--- config.mk ---
export PLATFORM = sky130hd
export DESIGN_NAME = jrd_div
export DESIGN_NICKNAME = d
export VERILOG_FILES = /design/src/hdl/jrd_pkg.sv /design/src/hdl/jrd_div.sv
export SDC_FILE = /design/constraint.sdc
export NUM_CORES = 1
export LEC_CHECK = 0
export ABC_AREA = 1
export ABC_CLOCK_PERIOD_IN_PS = 2600
export BUFFER_PORTS_ARGS = -buffer_cell sky130_fd_sc_hd__buf_2
export CORE_MARGIN = 2
export CORE_UTILIZATION = 50
export CTS_CLUSTER_DIAMETER = 50
export CTS_CLUSTER_SIZE = 24
export DETAILED_ROUTE_END_ITERATION = 10
export MAX_ROUTING_LAYER = met4
export PLACE_DENSITY_LB_ADDON = 0.12
export SYNTH_ARGS = -nofsm -noshare
export SYNTH_HDL_FRONTEND = slang
export SYNTH_SLANG_ARGS = --single-unit
--- constraint.sdc ---
create_clock -name clk -period 2.6 [get_ports clk]
set_clock_uncertainty 0.05 [all_clocks]
set_input_delay 0.13 -clock clk [delete_from_list [all_inputs] [get_ports clk]]
set_output_delay 0.13 -clock clk [all_outputs]
set_load 0.05 [all_outputs]
--- src/hdl/jrd_pkg.sv ---
// ----------------------------------------------------------------------------
// jrd_pkg: shared types and constants
// Widths of the conditioning datapath, register indexes and bundles.
// ----------------------------------------------------------------------------
package jrd_pkg;

    localparam int AX_W     = 29;   // signed conditioned axis, Q.24
    localparam int MAG_W    = 28;   // axis magnitude
    localparam int SUM_W    = 56;   // sum of squares
    localparam int R_W      = 28;   // radius
    localparam int NUM_W    = 56;   // divider dividend
    localparam int DEN_W    = 32;   // divider divisor
    localparam int F_W      = 25;   // length factor, up to 1.0 in Q.24
    localparam int C_W      = 26;   // signed scaled axis
    localparam int OUT_W    = 10;
    localparam int CFG_IDX_W  = 3;
    localparam int CFG_DATA_W = 17;

    localparam logic [CFG_IDX_W-1:0] REG_X_OFFSET  = 3'd0;
    localparam logic [CFG_IDX_W-1:0] REG_Y_OFFSET  = 3'd1;
    localparam logic [CFG_IDX_W-1:0] REG_DEADZONE  = 3'd2;
    localparam logic [CFG_IDX_W-1:0] REG_RANGE     = 3'd3;
    localparam logic [CFG_IDX_W-1:0] REG_THRESHOLD = 3'd4;

    typedef struct packed {
        logic signed [15:0] x_center;
        logic signed [15:0] y_center;
        logic [16:0]        deadzone;
        logic [15:0]        range_divisor;
        logic [14:0]        threshold;
    } cfg_t;

    typedef struct packed {
        logic             start;
        logic [NUM_W-1:0] num;
        logic [DEN_W-1:0] den;
    } div_req_t;

    typedef struct packed {
        logic             done;
        logic [NUM_W-1:0] quot;
    } div_rsp_t;

endpackage

--- src/hdl/jrd_div.sv ---
// ----------------------------------------------------------------------------
// jrd_div: shared unsigned divider
// Restoring division, one quotient bit per cycle.
// ----------------------------------------------------------------------------
module jrd_div (
    input  logic              clk,
    input  logic              rst_n,
    input  jrd_pkg::div_req_t req,
    output jrd_pkg::div_rsp_t rsp
);

    localparam int CNT_W = $clog2(jrd_pkg::NUM_W);

    logic [jrd_pkg::DEN_W-1:0] rem_reg, den_reg;
    logic [jrd_pkg::NUM_W-1:0] quo_reg;
    logic [CNT_W-1:0]          cnt_reg;
    logic                      busy_reg, done_reg;
    logic [jrd_pkg::DEN_W:0]   trial;
    logic                      fits;

    assign trial = {rem_reg, quo_reg[jrd_pkg::NUM_W-1]};
    assign fits  = (trial >= {1'b0, den_reg});
    assign rsp.done = done_reg;
    assign rsp.quot = quo_reg;

    always_ff @(posedge clk or negedge rst_n)
    begin
        if (!rst_n)
        begin
            busy_reg <= 1'b0;
            done_reg <= 1'b0;
            cnt_reg  <= '0;
            rem_reg  <= '0;
            den_reg  <= '0;
            quo_reg  <= '0;
        end
        else
        begin
            done_reg <= 1'b0;
            if (req.start)
            begin
                busy_reg <= 1'b1;
                rem_reg  <= '0;
                den_reg  <= req.den;
                quo_reg  <= req.num;
                cnt_reg  <= CNT_W'(jrd_pkg::NUM_W - 1);
            end
            else if (busy_reg)
            begin
                if (fits)
                    rem_reg <= jrd_pkg::DEN_W'(trial - {1'b0, den_reg});
                else
                    rem_reg <= trial[jrd_pkg::DEN_W-1:0];
                quo_reg <= {quo_reg[jrd_pkg::NUM_W-2:0], fits};
                cnt_reg <= cnt_reg - 1'b1;
                if (cnt_reg == '0)
                begin
                    busy_reg <= 1'b0;
                    done_reg <= 1'b1;
                end
            end
        end
    end

endmodule

# Word level (Yosys, flattened, before mapping)
# Cells that the tools add are included.
classes:
  n_addsub: 2
  n_lt_le_gt_ge: 1
  n_mux: 13
  n_reduce_logical: 2
op_table:
  columns: ["op", "n"]
  rows:
  - ["$mux 56", 2]
  - ["$mux 32", 3]
  - ["$ge 33x32->1", 1]
  - ["$sub 32x32->32", 1]
  - ["$mux 6", 2]
  - ["$logic_not 6->1", 1]
  - ["$mux 1", 6]
  - ["$sub 6x1->6 const B", 1]
  - ["$reduce_bool 2->1", 1]
totals:
  regBits: 128
  input_bits: 91
  elab_cells: 24

# Logic depth before layout (Yosys ltp)
logic_depth:
  word_depth: 4
  ltp_mapped: 17

# Least setup slack after synthesis
# Ideal clock, no wire load.
synth_path:
  path_type: "reg-to-reg"
  start: "register quo_reg[55] (netlist bit)"
  end: "register rem_reg[12] (netlist bit)"
  setup_time_ns: 0.066
  t_arrival_ns: 2.252
  t_required_ns: 2.484
  setup_slack_ns: 0.232
  stages_incl_launch_ff: 16
  synth_period_minus_slack_ns: 2.368
  cell_sequence: "dfrtp_1 inv_1 ha_1 fa_1 inv_1 nand2_1 nand2_1 nand2_1 nand2_1 nand2_1 nand2_1 xor2_1 nand2_2 nand2_1 nand2_1 nand2_1"
synth_via:
  elab_chain_cells: 4
synth_rtl:
  columns: ["item", "line_no", "source"]
  rows:
  - ["from (decl)", "jrd_div.sv:15", "logic [jrd_pkg::NUM_W-1:0] quo_reg;"]
  - ["from (signal assigned)", "jrd_div.sv:45", "quo_reg <= req.num;"]
  - ["from (signal assigned)", "jrd_div.sv:54", "quo_reg <= {quo_reg[jrd_pkg::NUM_W-2:0], fits};"]
  - ["$sub 32x32->32 or $ge 33x32->1 (tied branches)", "jrd_div.sv:51, jrd_div.sv:22", null]
  - ["$mux 32 (*)", "jrd_div.sv:50", "if (fits)"]
  - ["$mux 32 (*)", "jrd_div.sv:48", "else if (busy_reg)"]
  - ["$mux 32 (*)", "jrd_div.sv:40", "if (req.start)"]
  - ["to (signal assigned)", "jrd_div.sv:51", "rem_reg <= jrd_pkg::DEN_W'(trial - {1'b0, den_reg});"]
  - ["to (signal assigned)", "jrd_div.sv:53", "rem_reg <= trial[jrd_pkg::DEN_W-1:0];"]
  - ["to (decl)", "jrd_div.sv:14", "logic [jrd_pkg::DEN_W-1:0] rem_reg, den_reg;"]
# Every way passes the cells marked *; elsewhere a longest branch is shown, timed or not. The select of a mux whose other input is x is not followed.
# A chain may end at the register's enable or synchronous reset.

# Worst setup path after layout
layout_path:
  start: "register rem_reg[24] (netlist bit)"
  end: "register rem_reg[30] (netlist bit)"
layout_via:
  elab_chain_cells: 4
layout_rtl:
  columns: ["item", "line_no"]
  rows:
  - ["$sub 32x32->32 or $ge 33x32->1 (tied branches)", "jrd_div.sv:51, jrd_div.sv:22"]
  - ["$mux 32 (*)", "jrd_div.sv:50"]
  - ["$mux 32 (*)", "jrd_div.sv:48"]
  - ["$mux 32 (*)", "jrd_div.sv:40"]
# Marked as above.

==> impl_metrics.csv <==
group,metric,value,unit
pwr,comb_power_share,49.9,%
logic_synthesis,synth_top_family_by_area,"simple AND/OR/NAND/NOR gates",
critical_path,crit_fanout,15,
timing,min_period,2363,ps
clock_tree,path_clk_slew,60,ps
global_route,grt_max_degree,74,
logic_synthesis,ys_seq_area_share,38.52,%
logic_synthesis,synth_fa_ha_area_share,5.357,%
pwr,pwr-share-clk,24.2,%
critical_path,critical_path_arrival,2630,ps
placement,dp.cells,1535,
timing,hold_slack,130.2,ps
critical_path,worst_setup_path_start_kind,"register",
global_route,gr-total-overflow,0,
pwr,p_seq_share,25.9,%
pwr,p_sw,4516,uW
clock_tree,root_buffer,"clkbuf_16",
clock_tree,cts.path.max_buffers,2,
pwr,switching_share,45.77,%
layout,area_growth_syn_to_layout,29.22,%
critical_path,worst_setup_path_end_kind,"register",
logic_synthesis,muxShareOfSynthArea,0,%
timing,final.setup.tns,0,ps
detailed_routing,routed_wl,24.60,mm
logic_synthesis,synth_xor_area_share,1.475,%
die,start_util,50.68,%
detailed_routing,drtAntennaViolNets,0,
die,core,16410,um^2
logic_synthesis,syn_inst,1192,
layout,finalNonFillerCells,1656,
critical_path,cp_data_required_time,2870,ps
min_path,min_path_type,"in -> reg",
critical_path,crit_type,"reg -> reg",
logic_synthesis,synth_fp_nets,1318,
die,io_pins,148,
layout,num_antenna_cells,0,
layout,largest_reg_flops,56,
detailed_routing,drt_pass1_iterations,5,
detailed_routing,routedWlPerCell,14.86,um
logic_synthesis,yosysWarnings,0,
logic_synthesis,synth_area_per_cell,6.976,um^2
run_status,status,"finished clean",
clock_tree,cts_tree,"built",
detailed_routing,met1_length,10.93,mm
logic_synthesis,synth-compound-area-share,9.434,%
pwr,leakagePower,0.006040,uW
global_route,grt_use_total,30.01,%
timing,finalCritPeriodShare,90.89,%
layout,fin_util,65.49,%
layout,nNetsFinal,1549,
die,core.rowCount,47,
detailed_routing,drt_iter0_markers,466,
logic_synthesis,yosys.cell_types.count,36,
detailed_routing,wl_met2,11.74,mm
timing,worstMarginPinSlew,700.6,ps
die,die-area,17680,um^2
detailed_routing,dr.max_layer_used,"met4",
layout,final_layout_size_suffix_gt1_share,16.78,%
die,die_y,133.0,um
timing,hold_viol,0,
clock_tree,clkLatencyLatePin,430,ps
global_route,grt_pass1_vias,8370,
global_route,grt_pass1_wl,41.16,mm
detailed_routing,vias,8309,
logic_synthesis,synth_area,8315,um^2
timing,slew_viol_final,0,
timing,slew_headroom,53.29,%
pwr,p_per_area,918.3,nW/um^2
clock_tree,htree_levels,4,
clock_tree,numClockSinks,128,
placement,globalplace.congestion,0.9897,
global_route,antenna_found_initial,0,
die,die_w,133.0,um
clock_tree,numCtsBuffers,17,
detailed_routing,viasPerCell,5.018,
clock_tree,post-cts-setup-buffers,0,
pwr,p_int,5351,uW
placement,dp_hpwl,17.21,mm
logic_synthesis,ys_ff_latch,128,
timing,finalSetupViolCount,0,
pwr,peakVddDrop,0.6086,mV
detailed_routing,drc_errors,0,
detailed_routing,wl_met3,1.379,mm
layout,fillers,1453,
logic_synthesis,synthSimpleGateAreaFrac,32.94,%
job,maxCapViolations,0,
timing,max_freq,0.4232,GHz
placement,io_buffer_count,147,
timing,rsz0062_at_grt,"false",
[power by group through the flow]
stage	clock network, uW	logic (uW)	registers (uW)
after CTS	2420	4890	2540
final	2390	4930	2550
after floorplan	0	3330	2830
after global routing	2510	5530	2600
after global placement	0	4720	2570
after detailed placement	0	4760	2570
[cell type report]
| cell class | count | area (um^2) | share of cell area [%] |
|---|---|---|---|
| Tap cell | 220 | 275.3 | 2.562 |
| Multi-Input combinational cell | 805 | 4099 | 38.15 |
| Inverter | 219 | 822.0 | 7.650 |
| Clock buffer | 17 | 425.4 | 3.959 |
| Timing Repair Buffer | 252 | 1768 | 16.45 |
| Clock inverter | 15 | 152.6 | 1.421 |
| Sequential cell | 128 | 3203 | 29.81 |
[final timing paths]
check,startpoint,cells past startpoint,endpoint,slack (ps)
worst min-delay path,req[88],3,den_reg[27],130
max in group asynchronous,rst_n,3,quo_reg[15],1480
worst min register to register,den_reg[0],2,den_reg[0],440
worst max-delay path,rem_reg[24],13,rem_reg[30],240
worst max register to register,rem_reg[24],13,rem_reg[30],240
min in group asynchronous,rst_n,2,den_reg[13],160
[synth_stat cells]
cell      count  area (um^2)
nand2_1     460         1727
inv_1       214        803.3
dfrtp_1     128         3203
nand3_1      66        330.3
o221ai_1     49        429.2
nor2_1       41        153.9
o21ai_0      36        180.2
ha_1         34        425.4
clkbuf_1     28        105.1
nand2_2      22        137.6
a21oi_1      17        85.08
nand3b_1     15        112.6
xor2_1       12        105.1
nand4_1      10        62.56
nor2_2        9        56.30
buf_2         5        25.02
nor3_1        5        25.02
o211ai_1      5        37.54
and2_1        4        25.02
buf_4         3        22.52
clkinv_1      3        11.26
nand3_2       3        30.03
nor2_4        3        33.78
a21o_1        2        15.01
a22oi_1       2        15.01
buf_6         2        22.52
inv_2         2        7.510
nand2_4       2        22.52
o21a_1        2        15.01
xnor2_1       2        17.52
buf_1         1        3.750
buf_12        1        20.02
fa_1          1        20.02
nor3_4        1        16.27
o21bai_1      1        7.510
or2_2         1        6.260
[what timing repair did]
item / CTS / global route
hold endpoints to repair: 135 / 0
setup endpoints to repair: 0 / 1
hold buffers: 89 / 0
resized for setup: 0 / 1
[metal layers]
layer	GRT usage (%)	up-vias
met3	5.594	43
met4	9.618	0
li1	-	4179
met1	38.08	3831
met5	-	-
met2	48.73	256
[cells in the final DEF (no fill, tap or decap), drive strengths merged]
| cell type | n |
|---|---|
| clkbuf | 17 |
| a22oi | 2 |
| fa | 1 |
| o21ai | 36 |
| dfrtp | 128 |
| xor2 | 12 |
| and2 | 4 |
| xnor2 | 2 |
| nand4 | 10 |
| dlygate4sd3 | 89 |
| o211ai | 5 |
| buf | 163 |
| ha | 34 |
| nand3 | 69 |
| o21bai | 1 |
| nand3b | 15 |
| nand2 | 484 |
| a21o | 2 |
| bufinv | 1 |
| nor2 | 53 |
| o21a | 2 |
| a21oi | 17 |
| or2 | 1 |
| o221ai | 49 |
| inv | 223 |
| clkinvlp | 5 |
| clkinv | 5 |
| nor3 | 6 |
[worst max-delay path: stages, from the launching register on]
cell	delay (ps)
dfrtp_1	410
ha_1	400
nand2_1	130
nor2_2	180
nand3_1	90
nor2_1	120
nand2_1	70
nand3_2	90
nor2_4	50
nand2_4	200
buf_4	230
nand3_1	90
nand2_1	80
nand2_1	40
[cell families after synthesis]
kind of cell	Yosys count
flops	128
xor+xnor	14
simple gates	642
buf+inv	259
compound gates	114
fa+ha+maj	35
[stage by stage]
stage          area (um^2)  total power [uW]  setup WS (ps)
3_5_place_dp          9274              7333          209.5
3_3_place_gp          9274              7294          213.5
2_1_floorplan         8315              6159          232.0
5_1_grt              10750             10640          7.005
6_report             10750              9868          236.8
4_1_cts              10740              9853          185.6
Note: power is estimated with default switching activity, not from simulation.
