==> src/hdl/jrd_front.sv <==
// ----------------------------------------------------------------------------
// jrd_front: sample intake
// Drops repeated samples and buffers new ones in a two-entry queue.
// ----------------------------------------------------------------------------
module jrd_front #(
    parameter int SAMPLE_BITS = 16
) (
    input  logic                   clk,
    input  logic                   rst_n,
    input  logic                   push,
    output logic                   full,
    input  logic [SAMPLE_BITS-1:0] raw_x_in,
    input  logic [SAMPLE_BITS-1:0] raw_y_in,
    output logic                   q_valid,
    input  logic                   q_pop,
    output logic [SAMPLE_BITS-1:0] q_x,
    output logic [SAMPLE_BITS-1:0] q_y
);

    logic [SAMPLE_BITS-1:0] prev_x_reg, prev_y_reg;
    logic [SAMPLE_BITS-1:0] mem_x [2];
    logic [SAMPLE_BITS-1:0] mem_y [2];
    logic                   wr_ptr_reg, rd_ptr_reg;
    logic [1:0]             cnt_reg;
    logic                   accept, enq, deq;

    assign full    = (cnt_reg == 2'd2);
    assign q_valid = (cnt_reg != 2'd0);
    assign accept  = push && !full;
    assign enq     = accept && !(raw_x_in == prev_x_reg && raw_y_in == prev_y_reg);
    assign deq     = q_pop && q_valid;
    assign q_x     = mem_x[rd_ptr_reg];
    assign q_y     = mem_y[rd_ptr_reg];

    always_ff @(posedge clk)
    begin
        if (enq)
        begin
            mem_x[wr_ptr_reg] <= raw_x_in;
            mem_y[wr_ptr_reg] <= raw_y_in;
        end
    end

    always_ff @(posedge clk or negedge rst_n)
    begin
        if (!rst_n)
        begin
            prev_x_reg <= '0;
            prev_y_reg <= '0;
            wr_ptr_reg <= 1'b0;
            rd_ptr_reg <= 1'b0;
            cnt_reg    <= 2'd0;
        end
        else
        begin
            if (accept)
            begin
                prev_x_reg <= raw_x_in;
                prev_y_reg <= raw_y_in;
            end
            if (enq)
                wr_ptr_reg <= !wr_ptr_reg;
            if (deq)
                rd_ptr_reg <= !rd_ptr_reg;
            cnt_reg <= cnt_reg + {1'b0, enq} - {1'b0, deq};
        end
    end

endmodule

==> config.mk <==
export PLATFORM = sky130hd
export DESIGN_NAME = jrd_front
export DESIGN_NICKNAME = d
export VERILOG_FILES = /design/src/hdl/jrd_front.sv
export SDC_FILE = /design/constraint.sdc
export NUM_CORES = 1
export LEC_CHECK = 0
export BUFFER_PORTS_ARGS = -buffer_cell sky130_fd_sc_hd__buf_2
export CAP_MARGIN = 20
export CORE_ASPECT_RATIO = 2
export CORE_MARGIN = 2
export CORE_UTILIZATION = 56
export CTS_CLUSTER_SIZE = 14
export DETAILED_ROUTE_END_ITERATION = 12
export HOLD_SLACK_MARGIN = 0.06
export PLACE_DENSITY = 0.86
export SLEW_MARGIN = 30
export SYNTH_ARGS = -nofsm -noshare
export SYNTH_HDL_FRONTEND = slang
export SYNTH_SLANG_ARGS = --single-unit
export TNS_END_PERCENT = 20
==> constraint.sdc <==
create_clock -name clk -period 3.7 [get_ports clk]
set_clock_uncertainty 0.1 [all_clocks]
set_input_delay 0.37 -clock clk [delete_from_list [all_inputs] [get_ports clk]]
set_output_delay 0.37 -clock clk [all_outputs]
set_load 0.02 [all_outputs]
Word-level counts from Yosys, hierarchy flattened
Memory sizes are Yosys's and may differ from the RTL's.
Index checks and enable logic that the tools add are counted.
W data, S select, Z words.
- shift-type cells: 0
- mux-type cells: 2
- $add $sub $neg: 2
- reduce and logical (&&, ||, !) cells: 9
- bitwise logic cells: 0
- equality and inequality tests: 3
- magnitude comparators: 0
- $mul: 0
- div/mod/pow operators: 0
- operators with widths (cell ; count):
    $eq A16 B16 Y1 ; 2
    $logic_and A1 B1 Y1 ; 4
    $logic_not A1 Y1 ; 4
    $add A2 B1 Y2 ; 1
    $eq A2 B2 Y1 const B ; 1
    $mux W1 ; 2
    $reduce_bool A2 Y1 ; 1
    $sub A2 B1 Y2 ; 1
- input port bits: 36
- latch bits: 0
- memories kept: 2
- word-level logic and storage cells: 23
- memory bits (writable): 64
- output and inout bits: 34
- ROM bits: 0
- bits in registers: 36
- memory list (memory ; depth ; bits a word ; rd ports ; clocked after Yosys merged registers in ; write ports ; line ; text):
    mem_x ; 2 ; 16 ; 1 ; 0 ; 1 ; 21 ; logic [SAMPLE_BITS-1:0] mem_x [2];
    mem_y ; 2 ; 16 ; 1 ; 0 ; 1 ; 22 ; logic [SAMPLE_BITS-1:0] mem_y [2];

Logic depth before layout (Yosys ltp)
Gate-level depths: netlist of the first run.
- depth after elaboration: 6
- gate-level depth with buffers: 9
- mapped depth without buffers: 9

Worst setup path before layout of the first run
No wires, ideal clock.
- path type: register to register
- start: register cnt_reg[1]
- end: memory mem_x[1][0], enable pin
- clock period less this slack: 2.886 ns
- arrival: 2.365 ns
- path buffers: 1
- library setup time: 0.421 ns
- cell stages (with the launch flop): 6
- path slack: 0.814 ns
- required time: 3.179 ns
- path through: dfrtp_1 > nor2b_4 > nand2b_4 > buf_6 > a21o_2 > nor2_1
- longest elaborated chain between the ends: 6
- RTL lines (item ; line ; text):
    start: declaration ; 24 ; logic [1:0] cnt_reg;
    start signal: assignment ; 65 ; cnt_reg <= cnt_reg + {1'b0, enq} - {1'b0, deq};
    $eq A2 B2 Y1 ; 27 ; assign full = (cnt_reg == 2'd2);
    named net full ; 11 ; output logic full,
    $logic_not A1 Y1 ; 29 ; assign accept = push && !full;
    $logic_and A1 B1 Y1 ; 29 ;
    $logic_and A1 B1 Y1 ; 30 ; assign enq = accept && !(raw_x_in == prev_x_reg && raw_y_in == prev_y_reg);
    $mux W1 ; 37 ; if (enq)
    $mux W1 (not written as such) ; 39 ; mem_x[wr_ptr_reg] <= raw_x_in;
    end: declaration ; 21 ;
The timed path passes the listed nets, and every way through them passes these cells.

Worst setup path in the final report of the first run
- start: register rd_ptr_reg
- end: output q_y[6]
- longest elaborated chain between the ends: 1
- RTL lines (item ; line ; text):
    start: declaration ; 23 ; logic wr_ptr_reg, rd_ptr_reg;
    start signal: assignment ; 64 ; rd_ptr_reg <= !rd_ptr_reg;
    $mem_v2 Z2 W16 ; -- ;
    end: declaration ; 17 ; output logic [SAMPLE_BITS-1:0] q_y
Every way passes these cells.

==> results of run 1 <==
area by class of cell:
cell class,count,area [sq um]
Sequential cell,100,2820
Fill cell,518,2320
Multi-Input combinational cell,119,1310
Timing Repair Buffer,73,418
Clock buffer,13,240
Tap cell,92,115
Clock inverter,3,38.8
Inverter,2,7.51
cells by family (layout without fill, tap and decap cells):
logic type	count (synthesis)	count (layout)	synth area share, %
DFF	100	100	67.4
AOI/OAI and AO/OA	1	1	0.209
buffers and inverters	10	91	1.70
and+or+nand+nor	16	16	2.63
xor gates and xnor gates	36	36	7.53
muxes	64	64	19.9
adders and majority gates	2	2	0.598
synthesized netlist by cell type, types with 2 or more instances:
cell type	n	share of area, %
edfxtp_1	64	46
dfrtp_1	36	22
xnor2_1	35	7.3
mux2_2	34	9.1
mux2_4	30	11
nand4_1	8	1.2
buf_6	4	1.1
buf_2	3	0.36
ha_1	2	0.60
inv_1	2	0.18
nor2_1	2	0.18
nor4_1	2	0.30
routing by layer:
metal	vias up	wire length, microns	track usage, %
met4	0	305	12.1
met3	22	244	3.93
met5	-	0	0
li1	990	-	-
met1	1094	2700	20.4
met2	58	3930	33.5
per-stage QoR:
| stage | instances | util (%) | setup slack (ns) | total power, W |
|---|---|---|---|---|
| 6_report | 402 | 68.1 | 1.16 | 0.00407 |
| 5_1_grt | 402 | 68.1 | 1.06 | 0.00426 |
| 4_1_cts | 400 | 67.4 | 1.06 | 0.00406 |
| 3_5_place_dp | 383 | 63.4 | 1.08 | 0.00317 |
| 3_3_place_gp | 383 | 63.4 | 1.15 | 0.00312 |
| 2_1_floorplan | 229 | - | 0.814 | 0.00281 |
how the worst max path moves through the flow:
stage | startpoint | endpoint | slack [ns] | cells after the start
6_report | rd_ptr_reg$_DFFE_PN0P_ | q_y[6] | 1.16 | 3
5_1_grt | cnt_reg[1]$_DFF_PN0_ | cnt_reg[1]$_DFF_PN0_ | 1.06 | 8
4_1_cts | cnt_reg[1]$_DFF_PN0_ | mem_x[0][6]$_DFFE_PP_ | 1.06 | 4
3_5_place_dp | cnt_reg[1]$_DFF_PN0_ | mem_x[0][10]$_DFFE_PP_ | 1.08 | 4
3_3_place_gp | cnt_reg[1]$_DFF_PN0_ | mem_x[1][6]$_DFFE_PP_ | 1.15 | 4
2_1_floorplan | cnt_reg[1]$_DFF_PN0_ | mem_x[1][0]$_DFFE_PP_ | 0.81 | 5
power by group:
| part | total, W | internal, W | switching, W |
|---|---|---|---|
| Clock | 0.000885 | 0.000521 | 0.000363 |
| Combinational | 0.00143 | 0.000737 | 0.000695 |
| Sequential | 0.00176 | 0.00156 | 0.000199 |
==> out/metrics.csv, run 1 <==
stage,metric,value,unit
run_status,run_status,finished clean,
critical_path,reg_to_reg_slack_setup,1.26,ns
final_layout,antenna_cells,0,
yosys,synth.avg_cell_area,18.3,sq um
clock_network,cts_repair_resize_count,0,
critical_path,timing.critical_path.max_delay_family,flip-flops,
yosys,ys_seq_area_share,67.4,%
yosys,postSynth.asyncResetShare,36.0,%
final_layout,largest_registers,"mem_x (32), mem_y (32)",
place,placement.io_buffers,69,
critical_path,start_kind,flip-flop,
pwr,leakagePower,1.98,nW
clock_network,cts_setup_buffers,0,
clock_network,clk_transition_reported_paths,0.06,ns
sta,min_period,2.54,ns
critical_path,reg2reg_depth,8,
yosys,syn_nets,267,
routing,vias_cell,5.38,
hold_path,worstHoldPathType,input pin to flip-flop,
sta,maxSlewViolCount,0,
critical_path,critical-path-max-stage-delay,0.78,ns
floorplan,initial_core_util,57.6,%
place,gpl.final_weighted_congestion,0.814,
critical_path,critPathCaptureType,primary output,
critical_path,worst-endpoint-arrival,2.07,ns
yosys,synthesis.instances,229,
routing,wl,7170,microns
routing,first_pass_iters,4,
sta,whs,0.160,ns
floorplan,placeableCoreArea,0.00727,sq mm
global_route,gr-total-overflow,0,
hold_path,worst_hold_path.num_cells,1,
critical_path,worstPathCellList,"buf_4, mux2_2, buf_2",
clock_network,clk-insertion-delay-late,0.34,ns
clock_network,clk_root_buffer_cell,clkbuf_16,
global_route,antenna_found_initial,0,
floorplan,design.portCount,70,
routing,drtAntennaViolNets,0,
sta,worst_pin_slew,0.852,ns
yosys,synth_edf_count,64,
critical_path,regToRegStartpoint,cnt_reg[1]$_DFF_PN0_,
routing,detailedRoute.firstIterationViolations,87,
global_route,grt_pass1_wl,11400,microns
yosys,yosysWarningCount,0,
hold_path,holdCritStartpoint,raw_y_in[12],
final_layout,final_common_cell,buf_2,
critical_path,slowest_library_cell_on_the_worst_path,dfrtp_1,
sta,unrepaired_setup_endpoints_after_global_routing,no,
yosys,post_synth_num_cell_types,19,
sta,final_min_period_over_clock_period,68.7,%
floorplan,die_width,65.1,microns
job,drv.max_cap_violation_count,0,
clock_network,count_of_hold_buffers_inserted_by_post_cts_repair,1,
critical_path,criticalPathCategory,flip-flop to primary output,
final_layout,post_route_cells_drive_above_1_share,49.4,%
global_route,grt_pass1_vias,2348,
critical_path,critical_path_peak_fanout,17,
critical_path,cp_data_required_time,3.23,ns
routing,wl_per_cell,17.8,microns
critical_path,crit_buf_inv,2,
routing,vias,2164,
global_route,pin_count_of_the_biggest_net_entering_global_routing,37,
sta,setup_total_negative_slack,0,ns
floorplan,die_area,0.00823,sq mm
sta,max-slew-margin-rel,43.2,%
floorplan,die_h,126,microns
sta,hold_violations,0,
clock_network,number_of_sinks_handled_by_clock_tree_synthesis,100,
place,place_hpwl,4770,microns
yosys,synthFlopType,edfxtp_1,
clock_network,cts_tree,built,
pwr,vdd.ir_drop.worst,0.558,mV
pwr,cellPowerDensity,823,mW/mm^2
final_layout,most-common-layout-cells,"buf_2, edfxtp_1, dfrtp_1",
place,placed_area,0.00461,sq mm
sta,maxClockFrequency,393,MHz
routing,drcViolationCount,0,
clock_network,ctsHtreeMaxLevel,3,
yosys,synth-seq-cells,100,
final_layout,final_net_count,343,
final_layout,flow.area_growth_from_synthesis,18.2,%
yosys,syn-cell-area,0.00419,sq mm
sta,finalSetupViolations,0,
floorplan,num_rows,44,
clock_network,cts_buffer_depth,2,
clock_network,clock_buffer_count_from_cts,9,
global_route,grt.total_usage,19.1,%
critical_path,timing.rr.end,cnt_reg[1]$_DFF_PN0_,
final_layout,postLayoutCellArea,0.00495,sq mm
hold_path,hold_path_end,mem_y[0][12]$_DFFE_PP_,
Power figures use the tool's default switching activity.
==> inputs of run 2 (changes only) <==
ABC_AREA = 1   (was not set)
CORE_UTILIZATION = 50   (was 56)
PLACE_DENSITY = 0.82   (was 0.86)
clock period = 2.2 ns   (was 3.7 ns; I/O delays follow)
==> run 2 against run 1 <==
Compared with the run above: worst setup slack worse by 1.1 ns; utilization shrank 3.1 points; critical path type is now input pin to flip-flop; non-clock buffer count is 34 higher; clock power is 79% higher; cell count rose by 55%; final area up 8.2%.
==> out/metrics.csv, run 2 <==
stage,metric,value,unit,change
hold_path,hold_path_end,prev_x_reg[13]$_DFFE_PN0P_,,
clock_network,number_of_sinks_handled_by_clock_tree_synthesis,100,,unchanged
global_route,gr-total-overflow,0,,unchanged
critical_path,timing.rr.end,cnt_reg[1]$_DFF_PN0_,,
yosys,yosysWarningCount,0,,unchanged
global_route,grt_pass1_vias,3148,,+34%
yosys,synthFlopType,edfxtp_1,,
yosys,syn_nets,454,,+70%
final_layout,final_common_cell,nand2_1,,
yosys,synth-seq-cells,100,,unchanged
sta,whs,0.0756,ns,-0.0839 ns
critical_path,start_kind,input pin,,
routing,wl_per_cell,14.7,microns,-18%
critical_path,crit_buf_inv,3,,+1
critical_path,regToRegStartpoint,prev_y_reg[1]$_DFFE_PN0P_,,
critical_path,reg_to_reg_slack_setup,0.14,ns,-1.12 ns
place,placement.io_buffers,69,,unchanged
critical_path,timing.critical_path.max_delay_family,buffers and inverters,,
routing,first_pass_iters,4,,unchanged
yosys,synth.most_common_cell,nand2_1,,
routing,vias,3131,,+45%
global_route,grt.total_usage,22.0,%,+2.9 points
pwr,totalPowerFinal,0.00707,W,+74%
clock_network,clk_root_buffer_cell,clkbuf_16,,
yosys,syn-cell-area,0.00419,sq mm,+0.12%
critical_path,reg2reg_depth,14,,+6
final_layout,post_route_cells_drive_above_1_share,20.3,%,-29 points
place,place_hpwl,5630,microns,+18%
clock_network,cts_tree,built,,
critical_path,slowest_library_cell_on_the_worst_path,dlygate4sd3_1,,
yosys,post-synth-top-area-cell,edfxtp_1,,
yosys,synth.cells.most_frequent,"nand2_1, edfxtp_1, dfrtp_1",,
sta,finalSetupViolations,0,,unchanged
yosys,synth_largest_type_area_fraction,45.9,%,-0.055 points
final_layout,largest_registers,"mem_x (32), mem_y (32)",,
yosys,post_synth_num_cell_types,17,,-2
global_route,pin_count_of_the_biggest_net_entering_global_routing,42,,+14%
sta,max-slew-margin-rel,43.2,%,about the same
sta,final_min_period_over_clock_period,96.4,%,
critical_path,critPathCaptureType,flip-flop,,
sta,maxSlewViolCount,0,,unchanged
pwr,vdd.ir_drop.worst,1.05,mV,+88%
final_layout,flow.area_growth_from_synthesis,27.8,%,
critical_path,critical_path.most_common_cell,nand2_1,,
hold_path,holdCritStartpoint,raw_x_in[13],,
critical_path,cp_data_required_time,2.08,ns,-1.15 ns
routing,drtAntennaViolNets,0,,unchanged
final_layout,antenna_cells,0,,unchanged
clock_network,ctsHtreeMaxLevel,3,,unchanged
yosys,ys_seq_area_share,67.3,%,-0.081 points
clock_network,clk_transition_reported_paths,0.07,ns,about the same
routing,wl,9160,microns,+28%
routing,vias_cell,5.01,,-6.9%
pwr,leakagePower,2.49,nW,+25%
critical_path,criticalPathCategory,input pin to flip-flop,,
floorplan,design.portCount,70,,unchanged
critical_path,critical-path-max-stage-delay,0.52,ns,-0.26 ns
global_route,grt_pass1_wl,14500,microns,+28%
floorplan,initial_core_util,50.9,%,-6.7 points
floorplan,die_width,68.7,microns,+5.5%
floorplan,die_h,133,microns,+5.7%
clock_network,cts_buffer_depth,2,,unchanged
critical_path,worstPathCellList,"dlygate4sd3_1, buf_2, xnor2_2, nand2_1, nor2_1, nand2_1, nor2_1, nand2_1, nand2_4, buf_4, nor2_4",,
sta,maxClockFrequency,472,MHz,
yosys,synth.avg_cell_area,10.1,sq um,-45%
global_route,antenna_found_initial,0,,unchanged
floorplan,placeableCoreArea,0.00823,sq mm,+13%
pwr,cellPowerDensity,1320,mW/mm^2,+60%
floorplan,die_area,0.00918,sq mm,+12%
sta,final_worst_setup_slack,0.0797,ns,-1.08 ns
sta,worst_pin_slew,0.852,ns,+0.000128 ns
final_layout,n_fill_cell,633,,+22%
job,drv.max_cap_violation_count,0,,unchanged
yosys,synth_top_cells_by_area,"edfxtp_1, dfrtp_1, nand2_1",,
yosys,synth_edf_count,64,,unchanged
place,post-place-ws,-0.00857,ns,-1.09 ns
yosys,synthesis.instances,416,,+82%
final_layout,most-common-layout-cells,"nand2_1, buf_2, edfxtp_1",,
clock_network,clock_buffer_count_from_cts,9,,unchanged
yosys,postSynth.asyncResetShare,36.0,%,unchanged
hold_path,worst_hold_path.num_cells,3,,+2
floorplan,num_rows,47,,+6.8%
clock_network,clk-insertion-delay-late,0.34,ns,about the same
routing,detailedRoute.firstIterationViolations,190,,+120%
sta,min_period,2.12,ns,
final_layout,final_net_count,560,,+63%
hold_path,worstHoldPathType,input pin to flip-flop,,
run_status,run_status,finished clean,,
place,gpl.final_weighted_congestion,0.742,,-8.8%
routing,drcViolationCount,0,,unchanged
critical_path,worst-endpoint-arrival,2.00,ns,-0.07 ns
critical_path,critical_path_peak_fanout,16,,-1
sta,hold_violations,0,,unchanged
run 2: worst min-delay path: stages:
cell and delay [ns]:
buf_2 0.12, nand2_1 0.06, nand2_1 0.07
run 2: routing by layer:
layer | GRT usage [%] | part of all wire, %
met1 | 22.1 | 35
met2 | 39.7 | 57
met3 | 4.05 | 4.6
met4 | 12.5 | 3.2
met5 | 0 | 0
run 2: power by group:
part / internal, W / switching [W]
sequential: 0.00262 / 0.000303
clock: 0.000914 / 0.000662
combinational: 0.000897 / 0.00168
run 2: logic make-up (layout without fill, tap and decap cells):
| group | Yosys count | count (layout) | synth area share, % |
|---|---|---|---|
| AND/OR/NAND/NOR | 240 | 241 | 21.6 |
| flip-flops | 100 | 100 | 67.3 |
| buffers and inverters | 38 | 148 | 3.70 |
| XOR/XNOR | 26 | 26 | 5.43 |
| AO/OA/AOI/OAI | 10 | 10 | 1.28 |
| adder cells (fa/ha/maj) | 2 | 2 | 0.597 |
run 2: final cells by class:
class / count / area, sq um / area share, %
multi-input combinational: 279 / 1300 / 24.2
timing repair buffer: 107 / 716 / 13.4
sequential: 100 / 2820 / 52.7
inverter: 25 / 93.8 / 1.75
tap: 98 / 123 / 2.29
clock buffer: 11 / 243 / 4.53
clock inverter: 5 / 61.3 / 1.14
run 2: metrics by stage:
step           instance area (sq um)  std cells  TNS [ns]  util [%]
2_1_floorplan                   4190        416         0         -
3_3_place_gp                    4670        577         0      56.7
3_5_place_dp                    4670        577    -0.223      56.7
4_1_cts                         5300        626   -0.0187      64.4
5_1_grt                         5360        625    -0.250      65.1
6_report                        5360        625         0      65.1
run 2: worst max-delay path by stage:
stage,start,depth (start not counted),endpoint
2_1_floorplan,prev_y_reg[15]$_DFFE_PN0P_,8,mem_x[1][0]$_DFFE_PP_
3_3_place_gp,prev_x_reg[13]$_DFFE_PN0P_,8,mem_y[1][1]$_DFFE_PP_
3_5_place_dp,prev_x_reg[13]$_DFFE_PN0P_,8,mem_x[1][10]$_DFFE_PP_
4_1_cts,prev_y_reg[2]$_DFFE_PN0P_,14,cnt_reg[1]$_DFF_PN0_
5_1_grt,prev_y_reg[1]$_DFFE_PN0P_,14,cnt_reg[1]$_DFF_PN0_
6_report,raw_y_in[7],11,mem_y[1][12]$_DFFE_PP_
run 2: what timing repair did:
| action | in CTS | in global routing |
|---|---|---|
| buffers inserted | 0 | 1 |
| gates cloned | 1 | 0 |
| gates resized for setup | 1 | 11 |
| setup endpoints to repair | 32 | 1 |
| hold buffers | 32 | 0 |
| endpoints found under the hold margin | 119 | 0 |
| pin swaps | 1 | 11 |
==> inputs of run 3 (changes only) <==
RECOVER_POWER = 50   (was not set)
==> run 3 against run 2 <==
Compared with the run above: total power fell by 0.26%; combinational power hardly changed; critical endpoint is now mem_x[1][8]$_DFFE_PP_; largest power group unchanged; largest cell class unchanged; count of clock-buffer cells in the layout unchanged; cell count stayed put; register-to-register slack about the same; worst hold slack lost 0.0033 ns; sequential power barely moved.
==> out/metrics.csv, run 3 (synthesis results as in run 2) <==
stage,metric,value,unit,change
floorplan,die_area,0.00918,sq mm,unchanged
routing,wl_per_cell,14.8,microns,+1.0%
place,place_inst,577,,unchanged
final_layout,final_common_cell,nand2_1,,
run_status,run_status,finished clean,,
critical_path,reg_to_reg_slack_setup,0.13,ns,about the same
floorplan,placeableCoreArea,0.00823,sq mm,unchanged
sta,min_period,2.12,ns,-0.00393 ns
routing,first_pass_iters,5,,+1
routing,wl,9250,microns,+1.0%
floorplan,die_width,68.7,microns,unchanged
critical_path,start_kind,input pin,,
clock_network,ctsHtreeMaxLevel,3,,unchanged
pwr,totalPowerFinal,0.00705,W,-0.26%
critical_path,cp_data_required_time,2.08,ns,about the same
clock_network,number_of_sinks_handled_by_clock_tree_synthesis,100,,unchanged
global_route,gr-total-overflow,0,,unchanged
sta,maxClockFrequency,473,MHz,+0.19%
routing,detailedRoute.firstIterationViolations,193,,+1.6%
final_layout,finish.cell_count_without_fillers,625,,unchanged
job,drv.max_cap_violation_count,0,,unchanged
hold_path,worstHoldPathType,input pin to flip-flop,,
critical_path,reg2reg_depth,14,,unchanged
global_route,grt_pass1_wl,14500,microns,unchanged
final_layout,postLayoutCoreUtil,64.4,%,-0.64 points
sta,worst_pin_slew,0.952,ns,+0.0993 ns
sta,max-slew-margin-rel,36.6,%,-6.6 points
sta,final_min_period_over_clock_period,96.2,%,-0.18 points
routing,drtAntennaViolNets,0,,unchanged
global_route,antenna_found_initial,0,,unchanged
routing,vias,3148,,+0.54%
critical_path,regToRegStartpoint,prev_y_reg[1]$_DFFE_PN0P_,,
place,gpl.final_weighted_congestion,0.742,,unchanged
hold_path,worst_hold_path.num_cells,3,,unchanged
global_route,pin_count_of_the_biggest_net_entering_global_routing,42,,unchanged
pwr,leakagePower,2.40,nW,-3.3%
clock_network,cts_tree,built,,
final_layout,post_route_cells_drive_above_1_share,14.6,%,-5.7 points
critical_path,worst-endpoint-arrival,2.00,ns,about the same
floorplan,design.portCount,70,,unchanged
final_layout,most-common-layout-cells,"nand2_1, edfxtp_1, buf_2",,
routing,vias_cell,5.04,,+0.54%
clock_network,clk-insertion-delay-late,0.34,ns,about the same
clock_network,clk_transition_reported_paths,0.06,ns,about the same
pwr,vdd.ir_drop.worst,1.02,mV,-2.2%
floorplan,num_rows,47,,unchanged
global_route,grt_pass1_vias,3148,,unchanged
critical_path,criticalPathCategory,input pin to flip-flop,,
pwr,cellPowerDensity,1330,mW/mm^2,+0.73%
critical_path,timing.rr.end,cnt_reg[1]$_DFF_PN0_,,
floorplan,die_h,133,microns,unchanged
critical_path,critPathCaptureType,flip-flop,,
place,placement.io_buffers,69,,unchanged
final_layout,final_net_count,560,,unchanged
global_route,grt.total_usage,22.0,%,unchanged
sta,hold_violations,0,,unchanged
final_layout,largest_registers,"mem_x (32), mem_y (32)",,
clock_network,clock_buffer_count_from_cts,9,,unchanged
final_layout,antenna_cells,0,,unchanged
clock_network,cts_buffer_depth,2,,unchanged
place,place_hpwl,5630,microns,unchanged
hold_path,hold_path_end,prev_x_reg[5]$_DFFE_PN0P_,,
routing,drcViolationCount,0,,unchanged
clock_network,clk_root_buffer_cell,clkbuf_16,,
sta,finalSetupViolations,0,,unchanged
critical_path,critical_path_peak_fanout,16,,unchanged
floorplan,initial_core_util,50.9,%,unchanged
critical_path,worstSetupStartpoint,raw_y_in[7],,
sta,maxSlewViolCount,0,,unchanged
final_layout,flow.area_growth_from_synthesis,26.5,%,
hold_path,holdCritStartpoint,raw_x_in[5],,
==> run 3: cell types whose count changed in the layout (fill, tap and decap cells not counted) <==
cell      before  now
clkbuf_1       1   30
buf_2         67   38
o21ai_0        9   10
o21ai_4        1    0
buf_4          8    6
clkbuf_2       0    2
==> run 3: cell type report <==
| cell class | count | area, sq um |
|---|---|---|
| multi-input combinational | 279 | 1290 |
| tap | 98 | 123 |
| timing repair buffer | 107 | 674 |
| clock buffer | 11 | 243 |
| fill | 651 | 2930 |
| clock inverter | 5 | 61.3 |
| inverter | 25 | 93.8 |
| sequential | 100 | 2820 |
==> run 3: worst max-delay path by stage <==
stage,to,slack (ns)
after floorplan,mem_x[1][0]$_DFFE_PP_,0.05
after global placement,mem_y[1][1]$_DFFE_PP_,0.06
after detailed placement,mem_x[1][10]$_DFFE_PP_,-0.009
after CTS,cnt_reg[1]$_DFF_PN0_,-0.02
after global routing,cnt_reg[1]$_DFF_PN0_,-0.02
final,mem_x[1][8]$_DFFE_PP_,0.08
==> run 3: metrics by stage <==
stage / TNS (ns) / setup WS (ns) / hold slack [ns] / cell area, sq um
6_report: 0 / 0.0836 / 0.0723 / 5300
5_1_grt: -0.250 / -0.0239 / 0.0977 / 5300
4_1_cts: -0.0187 / -0.0187 / 0.0690 / 5300
3_5_place_dp: -0.223 / -0.00857 / 0.269 / 4670
3_3_place_gp: 0 / 0.0574 / 0.259 / 4670
2_1_floorplan: 0 / 0.0506 / -0.176 / 4190
==> run 3: what timing repair did <==
item                       in CTS  in global routing
hold buffers                   32                  0
resized for setup               1                 11
pin swaps                       1                 11
setup endpoints to repair      32                  1
setup buffers                   0                  1
cloned                          1                  0
hold endpoints to repair      119                  0
==> run 3: routing by layer <==
layer,track usage (%),vias up,part of all wire [%]
met5,0,-,0
met3,4.05,31,4.5
met1,22.1,1494,35
met4,12.5,0,3.9
met2,39.7,106,56
li1,-,1517,-
==> run 3: where the power goes <==
group          total (W)  internal [W]  switching [W]
clock            0.00158      0.000914       0.000667
combinational    0.00256      0.000882        0.00167
sequential       0.00292       0.00262       0.000299
==> run 3: critical path: stages <==
cell and delay, ns:
dlygate4sd3_1 0.52, buf_2 0.15, xnor2_2 0.12, nand2_1 0.07, nor2_1 0.04, nand2_1 0.07
nor2_1 0.05, nand2_1 0.11, nand2_4 0.07, buf_4 0.16, nor2_4 0.41
